<file path="src/sv/gpq_pkg.sv">
// Shared constants, codes and float helper functions for the GELU approximation block.
package gpq_pkg;

  localparam int unsigned TABLE_DEPTH = 1024;
  localparam int unsigned FP_W        = 32;
  localparam int unsigned ENTRY_W     = 10;
  localparam int unsigned COEF_W      = 3 * FP_W;
  localparam int unsigned SEG_INT_W   = 17;
  localparam int unsigned CFG_IDX_W   = 1;
  localparam int unsigned CFG_DATA_W  = 32;

  localparam logic KIND_EVAL = 1'b0;
  localparam logic KIND_LOAD = 1'b1;

  localparam logic [CFG_IDX_W-1:0] REG_SEG_ORIGIN = 1'b0;
  localparam logic [CFG_IDX_W-1:0] REG_SEG_SCALE  = 1'b1;

  localparam logic [FP_W-1:0] ORIGIN_RESET = 32'hC0A0_0000;
  localparam logic [FP_W-1:0] SCALE_RESET  = 32'h3F80_0000;
  localparam logic [FP_W-1:0] CANON_NAN    = 32'h7FC0_0000;
  localparam logic [30:0]     FIVE_MAG     = 31'h40A0_0000;
  localparam logic [30:0]     INF_MAG      = 31'h7F80_0000;

  function automatic logic [4:0] lzc24(input logic [23:0] v);
    logic [4:0] n;
    n = 5'd24;
    for (int i = 0; i < 24; i++) begin
      if (v[i]) n = 5'(23 - i);
    end
    return n;
  endfunction

  function automatic logic [4:0] lzc27(input logic [26:0] v);
    logic [4:0] n;
    n = 5'd27;
    for (int i = 0; i < 27; i++) begin
      if (v[i]) n = 5'(26 - i);
    end
    return n;
  endfunction

  // exponent field plus rounding increment; carry out of the fraction bumps the exponent
  function automatic logic [31:0] round_pack(input logic s, input logic [8:0] ef,
                                             input logic [22:0] m, input logic inc);
    logic [31:0] sum;
    logic [31:0] r;
    sum = {ef, m} + {31'd0, inc};
    if (sum[31:23] >= 9'd255) r = {s, 8'hFF, 23'd0};
    else r = {s, sum[30:0]};
    return r;
  endfunction

endpackage

</file>
<file path="src/sv/gpq_fp_mul.sv">
// Two-stage binary32 multiplier, round to nearest even, canonical NaN.
module gpq_fp_mul (
  input  logic                     clk_i,
  input  logic                     en_i,
  input  logic [gpq_pkg::FP_W-1:0] a_i,
  input  logic [gpq_pkg::FP_W-1:0] b_i,
  output logic [gpq_pkg::FP_W-1:0] y_o
);

  logic               a_zero, b_zero, a_inf, b_inf, a_nan, b_nan;
  logic [23:0]        sig_a, sig_b, sig_an, sig_bn;
  logic [4:0]         lz_a, lz_b;
  logic signed [10:0] exp_a, exp_b, exp_d;
  logic [47:0]        prod_d;

  logic [47:0]        prod_q;
  logic signed [10:0] exp_q;
  logic               sign_q, nan_q, inf_q, zero_q;
  logic [31:0]        y_q;

  always_comb begin
    a_zero = a_i[30:0] == 31'd0;
    b_zero = b_i[30:0] == 31'd0;
    a_inf  = (a_i[30:23] == 8'hFF) && (a_i[22:0] == 23'd0);
    b_inf  = (b_i[30:23] == 8'hFF) && (b_i[22:0] == 23'd0);
    a_nan  = (a_i[30:23] == 8'hFF) && (a_i[22:0] != 23'd0);
    b_nan  = (b_i[30:23] == 8'hFF) && (b_i[22:0] != 23'd0);
    sig_a  = {|a_i[30:23], a_i[22:0]};
    sig_b  = {|b_i[30:23], b_i[22:0]};
    lz_a   = gpq_pkg::lzc24(sig_a);
    lz_b   = gpq_pkg::lzc24(sig_b);
    sig_an = sig_a << lz_a;
    sig_bn = sig_b << lz_b;
    exp_a  = ((a_i[30:23] == 8'd0) ? 11'sd1 : $signed({3'd0, a_i[30:23]}))
             - $signed({6'd0, lz_a});
    exp_b  = ((b_i[30:23] == 8'd0) ? 11'sd1 : $signed({3'd0, b_i[30:23]}))
             - $signed({6'd0, lz_b});
    exp_d  = exp_a + exp_b - 11'sd127;
    prod_d = {24'd0, sig_an} * {24'd0, sig_bn};
  end

  always_ff @(posedge clk_i) begin
    if (en_i) begin
      prod_q <= prod_d;
      exp_q  <= exp_d;
      sign_q <= a_i[31] ^ b_i[31];
      nan_q  <= a_nan | b_nan | (a_inf & b_zero) | (b_inf & a_zero);
      inf_q  <= a_inf | b_inf;
      zero_q <= a_zero | b_zero;
    end
  end

  logic [47:0]        norm, shifted;
  logic signed [10:0] e_n, diff;
  logic [5:0]         sh;
  logic               lost, inc;
  logic [8:0]         ef;
  logic [31:0]        y_d;

  always_comb begin
    norm    = prod_q[47] ? prod_q : (prod_q << 1);
    e_n     = prod_q[47] ? (exp_q + 11'sd1) : exp_q;
    diff    = 11'sd1 - e_n;
    if (e_n >= 11'sd1) sh = 6'd0;
    else sh = (diff > 11'sd63) ? 6'd63 : diff[5:0];
    shifted = norm >> sh;
    lost    = |(norm & ((48'd1 << sh) - 48'd1));
    ef      = (e_n < 11'sd1) ? 9'd0 : e_n[8:0];
    inc     = shifted[23] & ((|shifted[22:0]) | lost | shifted[24]);
    if (nan_q) y_d = gpq_pkg::CANON_NAN;
    else if (inf_q) y_d = {sign_q, 8'hFF, 23'd0};
    else if (zero_q) y_d = {sign_q, 31'd0};
    else if (e_n >= 11'sd255) y_d = {sign_q, 8'hFF, 23'd0};
    else y_d = gpq_pkg::round_pack(sign_q, ef, shifted[46:24], inc);
  end

  always_ff @(posedge clk_i) begin
    if (en_i) y_q <= y_d;
  end

  assign y_o = y_q;

endmodule

</file>
<file path="config.mk">
export PLATFORM = sky130hd
export DESIGN_NAME = gpq_fp_mul
export DESIGN_NICKNAME = d
export VERILOG_FILES = /design/src/sv/gpq_pkg.sv /design/src/sv/gpq_fp_mul.sv
export SDC_FILE = /design/constraint.sdc
export NUM_CORES = 2
export LEC_CHECK = 0
export ABC_AREA = 1
export ABC_CLOCK_PERIOD_IN_PS = 29600
export BUFFER_PORTS_ARGS = -buffer_cell sky130_fd_sc_hd__buf_2
export CORE_ASPECT_RATIO = 1.2
export CORE_MARGIN = 2
export CORE_UTILIZATION = 65
export DETAILED_ROUTE_END_ITERATION = 12
export PLACE_DENSITY = 0.89
export SLEW_MARGIN = 25
export SYNTH_ARGS = -nofsm -noshare
export SYNTH_HDL_FRONTEND = slang
export SYNTH_SLANG_ARGS = --single-unit
</file>
<file path="constraint.sdc">
create_clock -name clk_i -period 29.6 [get_ports clk_i]
set_input_delay 1.48 -clock clk_i [delete_from_list [all_inputs] [get_ports clk_i]]
set_output_delay 1.48 -clock clk_i [all_outputs]
set_load 0.03 [all_outputs]
</file>
; Yosys cells after proc, flatten, opt, wreduce, memory -nomap -nowiden
; Index checks and enable logic that the tools add are counted.
[totals]
rom_bits = 0
in_bits = 66
latch_bits = 0
ram_bits = 0
n_memories = 0
register_bits = 95
[op_classes]
div = 0
n_shift = 4
n_lt_le_gt_ge = 5
bitwise = 12
n_addsub = 8
mul = 1
muxes = 59
n_eq_ne = 2
reduce_logical = 18
[op_table]
columns = operator, count
row1 = $mux W5, 45
row2 = $mux W31, 3
row3 = $logic_not A31 Y1, 2
row4 = $and A48 B48 Y48, 1
row5 = $mul A24 B24 Y48, 1
row6 = $mux W48, 1
row7 = $reduce_or A48 Y1, 1
row8 = $shl A1 B6 Y48 const A, 1
row9 = $shl A24 B5 Y24, 2
row10 = $shr A48 B6 Y47, 1
row11 = $sub A48 B1 Y48 const B, 1
row12 = $logic_not A23 Y1, 2
row13 = $reduce_bool A23 Y1, 2
row14 = $add A32 B1 Y32, 1
row15 = $mux W23, 1
row16 = $reduce_or A23 Y1, 1
row17 = $sub A8 B5 Y9, 2
row18 = $eq A8 B8 Y1 const B, 2
row19 = $logic_not A8 Y1, 2
row20 = $mux W8, 2
row21 = $reduce_or A8 Y1, 2
row22 = $mux W4, 3
row23 = $mux W6, 2
row24 = $add A11 B2 Y11 const B, 1
row25 = other kinds (16), 27

; Longest topological paths before layout
[logic_depth]
ltp_word = 27
mapped_depth = 66

; Worst setup path before layout
; No wires, ideal clock.
[synth_path]
path_type = input -> register
start = input a_i[28] (netlist bit)
end = register prod_q[47], data pin
t_arrival_ps = 10948
cell_stages = 45
path_slack_ps = 18386
setup_ps = 265
n_path_buf = 3
cell_sequence = or4_1 > nor4_1 > inv_1 > nor2_1 > o21ai_1 > nand2_1 > buf_2 > clkbuf_1 > nand2_1 > o21ai_0 > nor2_1 > nor2_1 > nor2_1 > a31oi_1 > nand2_1 > clkinv_1 > clkbuf_1 > nand2_1 > [... 9 more ...] > inv_1 > fa_1 > inv_1 > fa_1 > inv_1 > ha_1 > a21oi_1 > a21boi_0 > o21ai_0 > a21boi_0 > o21ai_0 > a21boi_0 > o21ai_0 > a21oi_1 > o21bai_1 > a21boi_0 > o21ai_0 > xor2_1
[synth_between]
elab_chain_len = 4
[synth_lines]
columns = item, line_no
row1 = "start, declared", gpq_fp_mul.sv:5  ; input logic [gpq_pkg::FP_W-1:0] a_i,
row2 = $reduce_or A8 Y1 (*), gpq_fp_mul.sv:28  ; sig_a = {|a_i[30:23], a_i[22:0]};
row3 = $mux W5, gpq_pkg.sv:28  ; if (v[i]) n = 5'(23 - i);
row4 = $shl A24 B5 Y24 (*), gpq_fp_mul.sv:32  ; sig_an = sig_a << lz_a;
row5 = $mul A24 B24 Y48 (*), gpq_fp_mul.sv:39  ; prod_d = {24'd0, sig_an} * {24'd0, sig_bn};
row6 = named net prod_d[47], gpq_fp_mul.sv:14  ; logic [47:0] prod_d;
row7 = "end signal, assigned", gpq_fp_mul.sv:44  ; prod_q <= prod_d;
row8 = "end, declared", gpq_fp_mul.sv:16  ; logic [47:0] prod_q;
; Mark *: on every way through the listed nets, which the timed path passes. The rest lies on a longest branch.
; A chain may end at the register's enable or synchronous reset.

; Worst setup path in the final report
; Ends and elaborated chain as after synthesis.

==> flow_summary.ini <==
[run_status]
outcome = complete, no violations

[synth]
synth_top_flop_cell = edfxtp_1
synth_common_cells = nand2_1 (1244), inv_1 (914), nor2_1 (531)
synth.avg_cell_area_um2 = 6.79
postSynthCellCount = 4841
synth_edf_count = 95
ys_ff_latch = 95
synth_top_area_cell = fa_1
synth_area_mm2 = 0.0329
ys_types = 58
synth-seq-area-share_pct = 8.68
synth_area_leaders = fa_1 (30%), nand2_1 (14%), inv_1 (10%)
synth_nets = 5599
async_reset_ff_share_pct = 0
yosysMostFrequentCell = nand2_1
synth_top_area_share_pct = 29.5
yosysWarnings = 0

[timing]
drv_slew = 0
tightest_slew_ns = 1.13
rsz0062_at_grt = false
period_share_pct = 43.5
fin_crit_ns = 12.87
hold_viol_final = 0
max_slew_margin_pct = 24.9
final-setup-viol-count = 0
maxClockFrequency_ghz = 0.0777
setup-tns-final_ns = 0
finalClockSkew_ns = 0.0152

[route]
wl_per_cell_um = 19.3
drc = 0
firstDrtPassIters = 9
drt_iter0_drc = 3299
vias = 31951
routed_wl_um = 105000
ant_nets = 0
vias_per_cell = 5.86

[worst_setup_path]
worstPathMaxFanout = 22
start_kind = input pin
cp_data_arrival_time_ns = 12.98
worst_setup_path_end_kind = flip-flop
critPathBufInv = 9
cp_num_cells = 44
critPathSlowestCell = inv_1
crit_family = compound AO/OA/AOI/OAI gates
required_ns = 29.71
worstReg2RegStart = exp_q[0]$_DFFE_PP_
cp-startpoint = a_i[28]
worst-setup-path-type = in2reg
rr_worst_depth = 39
critPathMaxStageDelay_ns = 0.66

[placed_design]
gp_congestion = 1.09
port_buffers = 97
hpwl_um = 83800

[floorplan]
dieArea_mm2 = 0.0524
rows = 90
io_pins = 98
start_util_pct = 65.6
die_w_um = 209
core_mm2 = 0.0501
die_y_um = 250

[clocking]
numCtsBuffers = 9
root_buffer = clkbuf_16
clk_latency_ns = 0.37
h-tree-depth = 3
clock_path_buffers = 2
post_cts_resized = 0
hold_buffers = 0
cts_setup_buffers = 0
clk_pin_slew_ns = 0.08
cts_tree = yes
clkSinkCount = 95

[final_layout]
nNetsFinal = 5556
fill_cells = 4409
syn2layout_area_growth_pct = 3.28
drive_gt1_share_pct = 6.23

[global_routing]
grt_use_total_pct = 40.5
grt_pass1_wl_um = 165000
first_global_vias = 31950
grt_max_degree = 89
antenna_found_initial = 3
grt-ovfl-total = 0

[run]
maxCapViolCount = 0

[hold_path]
hp-start = sign_q$_DFFE_PP_
hold_path_depth = 2
hold_path.class = reg2reg
==> flip-flops by register name, indices dropped and copies added (netlist names) <==
register / flops
exp_q: 11
inf_q: 1
nan_q: 1
prod_q: 48
sign_q: 1
y_o: 32
zero_q: 1
==> metrics by stage <==
step	std cells	setup WS [ns]	instance area (um2)	util, %	hold WS, ns
final	5449	16.73	33900	67.7	0.530
after CTS	5447	16.81	33900	67.7	0.533
after global routing	5447	16.00	33900	67.7	0.616
after global placement	5431	16.79	33600	67.1	0.507
after floorplan	4841	18.39	32900	-	0.505
after detailed placement	5431	16.44	33600	67.1	0.515
==> worst paths after layout <==
kind / endpoint / slack, ns
worst max-delay path: prod_q[47]$_DFFE_PP_ / 16.73
worst min-delay path: y_o[31]$_SDFFCE_PP0P_ / 0.53
worst max register to register: y_o[5]$_SDFFCE_PP0P_ / 22.60
worst min register to register: y_o[31]$_SDFFCE_PP0P_ / 0.53
==> layout make-up <==
class	count	area, um2	area share [%]
inverter	962	3610	10.6
clock buffer	10	229	0.675
antenna	2	5.00	0.0147
multi-input combinational	3585	25500	75.2
clock inverter	6	62.6	0.184
sequential	95	2850	8.40
timing repair buffer	145	848	2.50
tap	644	806	2.37
==> kinds of logic after synthesis <==
kind of cell / synth area share [%]
AND/OR/NAND/NOR: 30.9
multiplexers: 0.213
flip-flops: 8.68
other: 0.0114
adder cells (fa/ha/maj): 37.4
XOR/XNOR: 2.31
AO/OA/AOI/OAI: 6.76
buffers and inverters: 13.7
==> worst reg2reg max path, delay by kind of cell (launching register included) <==
kind | cells | cell delay (ns)
and+or+nand+nor | 30 | 3.99
buffers and inverters | 5 | 1.43
adders and majority gates | 3 | 0.76
DFF | 1 | 0.42
AOI/OAI and AO/OA | 1 | 0.11
==> per-layer routing <==
layer	vias to the layer above	routed length (um)	global-route usage, %
met1	14792	35900	45.3
met5	-	28	0
li1	14760	-	-
met3	593	10800	9.01
met2	1802	48500	67.2
met4	4	9640	31.3
==> layout by cell type (no fill, tap or decap), types with 79 or more instances in the layout <==
master	netlist	layout
buf_2	34	96
edfxtp_1	95	95
nand4_1	79	79
nand3_1	394	394
a21oi_1	103	103
o21ai_0	189	183
nor2_1	531	531
ha_1	207	207
inv_1	914	914
fa_1	485	485
nand2_1	1244	1240
Power is not shown: default switching activity piles up to over one toggle a cycle in this logic, so the estimate is an artifact.
