**config.mk**
```make
export PLATFORM = sky130hd
export DESIGN_NAME = gpq_fp_add
export DESIGN_NICKNAME = d
export VERILOG_FILES = /design/src/sv/gpq_pkg.sv /design/src/sv/gpq_fp_add.sv
export SDC_FILE = /design/constraint.sdc
export NUM_CORES = 1
export LEC_CHECK = 0
export ABC_AREA = 1
export BUFFER_PORTS_ARGS = -buffer_cell sky130_fd_sc_hd__clkbuf_2
export CAP_MARGIN = 10
export CORE_AREA = 2 2 173 175
export CTS_CLUSTER_DIAMETER = 120
export CTS_CLUSTER_SIZE = 28
export DETAILED_ROUTE_END_ITERATION = 6
export DIE_AREA = 0 0 175 177
export PLACE_DENSITY = 0.67
export SLEW_MARGIN = 30
export SYNTH_ARGS = -nofsm -noshare
export SYNTH_HDL_FRONTEND = slang
export SYNTH_SLANG_ARGS = --single-unit
```
**constraint.sdc**
```tcl
create_clock -name clk_i -period 16.64 [get_ports clk_i]
set_input_delay 0 -clock clk_i [delete_from_list [all_inputs] [get_ports clk_i]]
set_output_delay 0 -clock clk_i [all_outputs]
set_load 0.005 [all_outputs]
```
**src/sv/gpq_pkg.sv**
```systemverilog
// Shared constants, codes and float helper functions for the GELU approximation block.
package gpq_pkg;

  localparam int unsigned TABLE_DEPTH = 1024;
  localparam int unsigned FP_W        = 32;
  localparam int unsigned ENTRY_W     = 10;
  localparam int unsigned COEF_W      = 3 * FP_W;
  localparam int unsigned SEG_INT_W   = 17;
  localparam int unsigned CFG_IDX_W   = 1;
  localparam int unsigned CFG_DATA_W  = 32;

  localparam logic KIND_EVAL = 1'b0;
  localparam logic KIND_LOAD = 1'b1;

  localparam logic [CFG_IDX_W-1:0] REG_SEG_ORIGIN = 1'b0;
  localparam logic [CFG_IDX_W-1:0] REG_SEG_SCALE  = 1'b1;

  localparam logic [FP_W-1:0] ORIGIN_RESET = 32'hC0A0_0000;
  localparam logic [FP_W-1:0] SCALE_RESET  = 32'h3F80_0000;
  localparam logic [FP_W-1:0] CANON_NAN    = 32'h7FC0_0000;
  localparam logic [30:0]     FIVE_MAG     = 31'h40A0_0000;
  localparam logic [30:0]     INF_MAG      = 31'h7F80_0000;

  function automatic logic [4:0] lzc24(input logic [23:0] v);
    logic [4:0] n;
    n = 5'd24;
    for (int i = 0; i < 24; i++) begin
      if (v[i]) n = 5'(23 - i);
    end
    return n;
  endfunction

  function automatic logic [4:0] lzc27(input logic [26:0] v);
    logic [4:0] n;
    n = 5'd27;
    for (int i = 0; i < 27; i++) begin
      if (v[i]) n = 5'(26 - i);
    end
    return n;
  endfunction

  // exponent field plus rounding increment; carry out of the fraction bumps the exponent
  function automatic logic [31:0] round_pack(input logic s, input logic [8:0] ef,
                                             input logic [22:0] m, input logic inc);
    logic [31:0] sum;
    logic [31:0] r;
    sum = {ef, m} + {31'd0, inc};
    if (sum[31:23] >= 9'd255) r = {s, 8'hFF, 23'd0};
    else r = {s, sum[30:0]};
    return r;
  endfunction

endpackage

```
**src/sv/gpq_fp_add.sv**
```systemverilog
// Two-stage binary32 adder, round to nearest even, canonical NaN.
module gpq_fp_add (
  input  logic                     clk_i,
  input  logic                     en_i,
  input  logic [gpq_pkg::FP_W-1:0] a_i,
  input  logic [gpq_pkg::FP_W-1:0] b_i,
  output logic [gpq_pkg::FP_W-1:0] y_o
);

  logic        swap;
  logic [31:0] big, sml;
  logic [23:0] sig_big, sig_sml;
  logic [7:0]  e_big, e_sml, d;
  logic [4:0]  dsh;
  logic [26:0] b_full, b_aln;
  logic        lost;
  logic [26:0] op_a, op_b;
  logic        eff_sub;
  logic        a_nan, b_nan, a_inf, b_inf;
  logic [27:0] sum_d;

  logic [27:0] sum_q;
  logic [7:0]  exp_q;
  logic        sign_q, zsign_q, nan_q, inf_q;
  logic [31:0] y_q;

  always_comb begin
    a_nan   = (a_i[30:23] == 8'hFF) && (a_i[22:0] != 23'd0);
    b_nan   = (b_i[30:23] == 8'hFF) && (b_i[22:0] != 23'd0);
    a_inf   = (a_i[30:23] == 8'hFF) && (a_i[22:0] == 23'd0);
    b_inf   = (b_i[30:23] == 8'hFF) && (b_i[22:0] == 23'd0);
    swap    = b_i[30:0] > a_i[30:0];
    big     = swap ? b_i : a_i;
    sml     = swap ? a_i : b_i;
    sig_big = {|big[30:23], big[22:0]};
    sig_sml = {|sml[30:23], sml[22:0]};
    e_big   = (big[30:23] == 8'd0) ? 8'd1 : big[30:23];
    e_sml   = (sml[30:23] == 8'd0) ? 8'd1 : sml[30:23];
    d       = e_big - e_sml;
    dsh     = (d >= 8'd27) ? 5'd27 : d[4:0];
    b_full  = {sig_sml, 3'b000};
    b_aln   = b_full >> dsh;
    lost    = |(b_full & ((27'd1 << dsh) - 27'd1));
    op_a    = {sig_big, 3'b000};
    op_b    = {b_aln[26:1], b_aln[0] | lost};
    eff_sub = big[31] ^ sml[31];
    sum_d   = eff_sub ? ({1'b0, op_a} - {1'b0, op_b}) : ({1'b0, op_a} + {1'b0, op_b});
  end

  always_ff @(posedge clk_i) begin
    if (en_i) begin
      sum_q   <= sum_d;
      exp_q   <= e_big;
      sign_q  <= big[31];
      zsign_q <= eff_sub ? 1'b0 : big[31];
      nan_q   <= a_nan | b_nan | (a_inf & b_inf & eff_sub);
      inf_q   <= a_inf | b_inf;
    end
  end

  logic [4:0]  lz;
  logic [7:0]  lim;
  logic [4:0]  lsh;
  logic [26:0] norm;
  logic [8:0]  e_n;
  logic [8:0]  ef;
  logic        inc;
  logic [31:0] y_d;

  always_comb begin
    lz  = gpq_pkg::lzc27(sum_q[26:0]);
    lim = exp_q - 8'd1;
    lsh = ({3'd0, lz} > lim) ? lim[4:0] : lz;
    if (sum_q[27]) begin
      norm = {sum_q[27:2], sum_q[1] | sum_q[0]};
      e_n  = {1'b0, exp_q} + 9'd1;
    end else begin
      norm = sum_q[26:0] << lsh;
      e_n  = {1'b0, exp_q} - {4'd0, lsh};
    end
    ef  = norm[26] ? e_n : 9'd0;
    inc = norm[2] & (norm[1] | norm[0] | norm[3]);
    if (nan_q) y_d = gpq_pkg::CANON_NAN;
    else if (inf_q) y_d = {sign_q, 8'hFF, 23'd0};
    else if (sum_q == 28'd0) y_d = {zsign_q, 31'd0};
    else y_d = gpq_pkg::round_pack(sign_q, ef, norm[25:3], inc);
  end

  always_ff @(posedge clk_i) begin
    if (en_i) y_q <= y_d;
  end

  assign y_o = y_q;

endmodule

```
# Word level (Yosys, flattened, before mapping)
# Cells that the tools add are included.
[word_totals] wordCells=94 input_bits=66 regBits=72 out_inout_bits=32
[classes] magnitude_cmp=4 reduce_logical=16 n_eq_ne=2 bitwise=12 n_addsub=8 mux=40 shifts=3
[ops] op="two-way mux 5 bit" count=28
[ops] op="two-way mux 32 bit" count=4
[ops] op="logical NOT 23 bit" count=2
[ops] op="nonzero test 23 bit" count=2
[ops] op="adder 32 x 1 -> 32 bit" count=1
[ops] op="greater-than comparator 31 bit" count=1
[ops] op="two-way mux 31 bit" count=1
[ops] op="adder 27 x 27 -> 28 bit" count=1
[ops] op="logical NOT 28 bit" count=1
[ops] op="two-way mux 28 bit" count=1
[ops] op="subtractor 27 x 27 -> 28 bit" count=1
[ops] op="AND 27 bit" count=1
[ops] op="two-way mux 27 bit" count=1
[ops] op="OR reduction 27 bit" count=1
[ops] op="<< shifter 1 x 5 -> 27 bit, first input constant" count=1
[ops] op="<< shifter 27 x 5 -> 27 bit" count=1
[ops] op=">> shifter 27 x 5 -> 27 bit" count=1
[ops] op="subtractor 27 x 1 -> 27 bit, second input constant" count=1
[ops] op="two-way mux 9 bit" count=2
[ops] op="== test 8 bit, second input constant" count=2
[ops] op="logical NOT 8 bit" count=2
[ops] op="two-way mux 8 bit" count=2
[ops] op="OR reduction 8 bit" count=2
[ops] op="adder 8 x 1 -> 9 bit, second input constant" count=1
[ops] op="other kinds (13)" count=24

# Logic depth before layout (Yosys ltp)
[depth] word_depth=39 depth_mapped=70 depth_no_buf=68

# Worst setup path after synthesis
# Ideal clock, no wire load.
[synth_timing] path_kind="in2reg" start="input a_i[2] in the netlist's numbering" end="register sum_q[26], data pin" path_stages=65 path_slack_ns=7.897 n_path_buf=7 arrival_time_ns=8.482 setup_ns=0.261 required_time_ns=16.379 cell_sequence="inv_1 ha_1 nand2_1 nor2_1 a211oi_1 o221ai_1 a21oi_1 nor2_1 o211ai_1 nand3_1 nand2_1 buf_2 buf_2 clkbuf_1 clkbuf_1 nand2_1 o21ai_0 nor4_1 [29 not listed] o21bai_1 a21oi_1 o21ai_0 a21oi_1 o21bai_1 a21oi_1 inv_1 nand3_1 nand3_1 a21oi_1 nor2_1 nor2_1 o31ai_1 nand2_1 o31a_1 a21oi_1 nand2_1 xor2_1"
[synth_between] elab_chain_cells=14 word_cells_on_any_way=22 classes_between="add/sub (4); order compare (2); shift (2); mux (6); bitwise (3); reduce/logical (5)"
[synth_lines] element="start: declaration" line_no="gpq_fp_add.sv:5" text="input logic [gpq_pkg::FP_W-1:0] a_i,"
[synth_lines] element="greater-than comparator 31 bit (*)" line_no="gpq_fp_add.sv:32" text="swap = b_i[30:0] > a_i[30:0];"
[synth_lines] element="two-way mux 32 bit (*)" line_no="gpq_fp_add.sv:33" text="big = swap ? b_i : a_i;"
[synth_lines] element="logical NOT 8 bit" line_no="gpq_fp_add.sv:37" text="e_big = (big[30:23] == 8'd0) ? 8'd1 : big[30:23];"
[synth_lines] element="two-way mux 8 bit (*)" line_no="gpq_fp_add.sv:37"
[synth_lines] element="net e_big[2]" line_no="gpq_fp_add.sv:13" text="logic [7:0] e_big, e_sml, d;"
[synth_lines] element="subtractor 8 bit (*)" line_no="gpq_fp_add.sv:39" text="d = e_big - e_sml;"
[synth_lines] element=">= comparator 8 x 5 -> 1 bit" line_no="gpq_fp_add.sv:40" text="dsh = (d >= 8'd27) ? 5'd27 : d[4:0];"
[synth_lines] element="two-way mux 5 bit (*)" line_no="gpq_fp_add.sv:40"
[synth_lines] element="<< shifter 1 x 5 -> 27 bit" line_no="gpq_fp_add.sv:43" text="lost = |(b_full & ((27'd1 << dsh) - 27'd1));"
[synth_lines] element="subtractor 27 x 1 -> 27 bit" line_no="gpq_fp_add.sv:43"
[synth_lines] element="AND 27 bit" line_no="gpq_fp_add.sv:43"
[synth_lines] element="OR reduction 27 bit" line_no="gpq_fp_add.sv:43"
[synth_lines] element="bitwise OR 1 bit" line_no="gpq_fp_add.sv:45" text="op_b = {b_aln[26:1], b_aln[0] | lost};"
[synth_lines] element="adder 27 x 27 -> 28 bit or subtractor 27 x 27 -> 28 bit (tied branches)" line_no="gpq_fp_add.sv:47" text="sum_d = eff_sub ? ({1'b0, op_a} - {1'b0, op_b}) : ({1'b0, op_a} + {1'b0, op_b});"
[synth_lines] element="two-way mux 28 bit (*)" line_no="gpq_fp_add.sv:47"
[synth_lines] element="net sum_d[26]" line_no="gpq_fp_add.sv:20" text="logic [27:0] sum_d;"
[synth_lines] element="end signal: assignment" line_no="gpq_fp_add.sv:52" text="sum_q <= sum_d;"
[synth_lines] element="end: declaration" line_no="gpq_fp_add.sv:22" text="logic [27:0] sum_q;"
# The timed path passes the listed nets; every way through them passes the cells marked *.
# A chain may end at the register's enable or synchronous reset.

# Final worst setup path
[layout_timing] start="input a_i[21] in the netlist's numbering" end="register sum_q[26], data pin"
# Same word-level chain as after synthesis.

==> run metrics <==
worst-skew pair later-pin latency 340 ps; fmax 0.100 GHz; CTS tree built; most used cell, CP nand2_1; PwrDens 111 nW/um^2; Post-CTS Resized 0; Final #Nets 2355; CTS root buf clkbuf_16; Starting Density 44.4%; Netlist cell types 62; CTS Buf Count 9; Post-CTS Setup Inserts 0; post-detail-place hpwl 38.4 mm; crit end category flop; Rel. slew slack 38.8%; Lkg Pwr 0.00693 uW; Clock Pin Slew Worst Setup and Hold Paths 50 ps; initial drt markers 1436; Netlist Area Pre-Place 13000 sq um; Final Skew 6.85 ps; Async SR Flop Fraction 0%; top cell type's share of synthesized area 16.6%; Syn. warnings 0; htree depth 3; DR pass1 iterations 7; ranking of synthesized cells by area edfxtp_1 17%, nand2_1 15%, ha_1 10%; Worst Path Max Fanout 34; die span in x 175 microns; synthesized area per cell 6.06 sq um; critical path class in2reg; antenna violations before repair 0; max cap viols 0; sequential share of the synthesized area 16.6%; I/O pins 98; Period Utilization, post-route 59.9%; CP required 16720 ps; Mapped Cells 2142; Final GP Congestion 1.01; Main synth FF type edfxtp_1; wirelength, routed 46.3 mm; Place WS 6590 ps; Hold Vio Cnt, Final 0; clk sink count 72; critical path arrival 10040 ps; worst slew pin tran 912 ps; Peak supply drop 0.0609 mV; max-slew violations 0; num rows 63; hold-fix buffers at CTS 0; Overall Global Routing Usage 30.0%; Fin Setup TNS 0 ps; Syn Nets 2315; number of synthesized register bits 72; fin util 47.9%; Synth area leader edfxtp_1; Hold/Removal Path Class in2reg; Vias/cell 5.52; ANT nets after route 0; port bufs 97; number of synthesized flops with an enable pin 72; Die ar. 31000 sq um; vias in the first global route 13525; Die Span Y 177 microns; area grow syn2layout 7.87%; largest net degree at the start of global routing 93; critical path startpoint category input pin; Largest stage delay, worst path 600 ps; status completed; ant diodes 0; Vias 14222; global-route wire length before repair 72.5 mm; Core Region 29200 sq um; setup violators final 0; share of layout cells above drive strength 1 11.5%; number of remaining DRC errors 0; Worst path slowest cell o21ai_0; Max clock buf depth 2; unrepaired setup endpoints after global routing no; fin crit period 9960 ps; Final WS setup 6680 ps; GR Overflow Total 0; WL per Instance 18.0 microns
report_power, final:
group | internal, uW | total [uW] | switching, uW
sequential | 248 | 294 | 46.0
clock | 147 | 222 | 74.7
combinational | 315 | 1040 | 722
final timing paths:
path	startpoint	cells after the start	slack, ps	to
worst max-delay path	a_i[21]	58	6680	sum_q[26]$_DFFE_PP_
worst min-delay path	b_i[31]	3	60	zsign_q$_SDFFCE_PN0P_
worst max register to register	sum_q[2]$_DFFE_PP_	62	8560	y_o[5]$_SDFFCE_PP0P_
worst min register to register	nan_q$_DFFE_PP_	2	600	y_o[22]$_SDFFCE_PP1P_
final cells by class:
cell class                      instances  area (sq um)
Fill cell                            3147         15200
Clock inverter                          6           115
Timing Repair Buffer                  109           576
Sequential cell                        72          2160
Multi-Input combinational cell       1662          9210
Inverter                              328          1230
Clock buffer                           10           229
Tap cell                              390           488
Yosys cell counts, drive strengths merged, types with 8 or more instances:
cell type  number
o22ai          11
xnor2          10
nand3         220
clkbuf         44
xor2           52
nand4          35
o31ai           8
o211ai         10
o21a           11
nor3           28
nand2         552
inv           328
nor4           15
edfxtp         72
or2            11
nor2          250
ha            104
a21oi         108
o21ai         180
buf            36
worst max-delay path, delay by kind of cell:
kind | cells | cell delay, ps
simple gates | 22 | 3150
compound gates | 19 | 4310
fa+ha+maj | 4 | 1220
buf+inv | 11 | 1090
xor+xnor | 2 | 230
routing by layer:
metal,wire length (microns),vias up,GRT usage [%]
met4,2870,0,17.4
met2,22500,552,53.3
met3,2440,110,2.43
met1,18400,6450,35.5
met5,0,-,0
li1,-,7110,-
state kept, by name (all words and copies together), names as in the netlist:
name / flops
inf_q: 1
sum_q: 28
exp_q: 8
nan_q: 1
sign_q: 1
zsign_q: 1
y_o: 32
through the flow:
stage          area [sq um]  hold slack [ps]  cells  total power (uW)
6_report              14000             64.2   2577              1550
5_1_grt               14000             78.0   2577              1690
4_1_cts               14000             50.9   2577              1540
3_5_place_dp          13700              399   2561              1310
3_3_place_gp          13700              397   2561              1310
2_1_floorplan         13000              112   2142              1030
placed cells by master (no fill, tap or decap), drive strengths merged, types with 10 or more instances in the layout:
cell type and count:
a21oi 108, inv 329, edfxtp 72, nand3 220, nand2 552, clkbuf 106, o21ai 180, o22ai 11
buf 13, nor3 28, xnor2 10, o211ai 10, xor2 52, or2 11, ha 104, o21a 11
nor2 250, nand4 35, nor4 15
cells by family (layout without fill, tap and decap cells):
logic type      Yosys count  in the layout  share of synthesized area (%)
flops                    72             72                           16.6
simple gates           1118           1118                           39.7
fa+ha+maj               107            107                           10.5
buf+inv                 408            453                           12.5
xor+xnor                 62             62                           4.18
compound gates          369            369                           16.0
mux                       6              6                          0.472
Note: power is estimated with default switching activity, not from simulation.
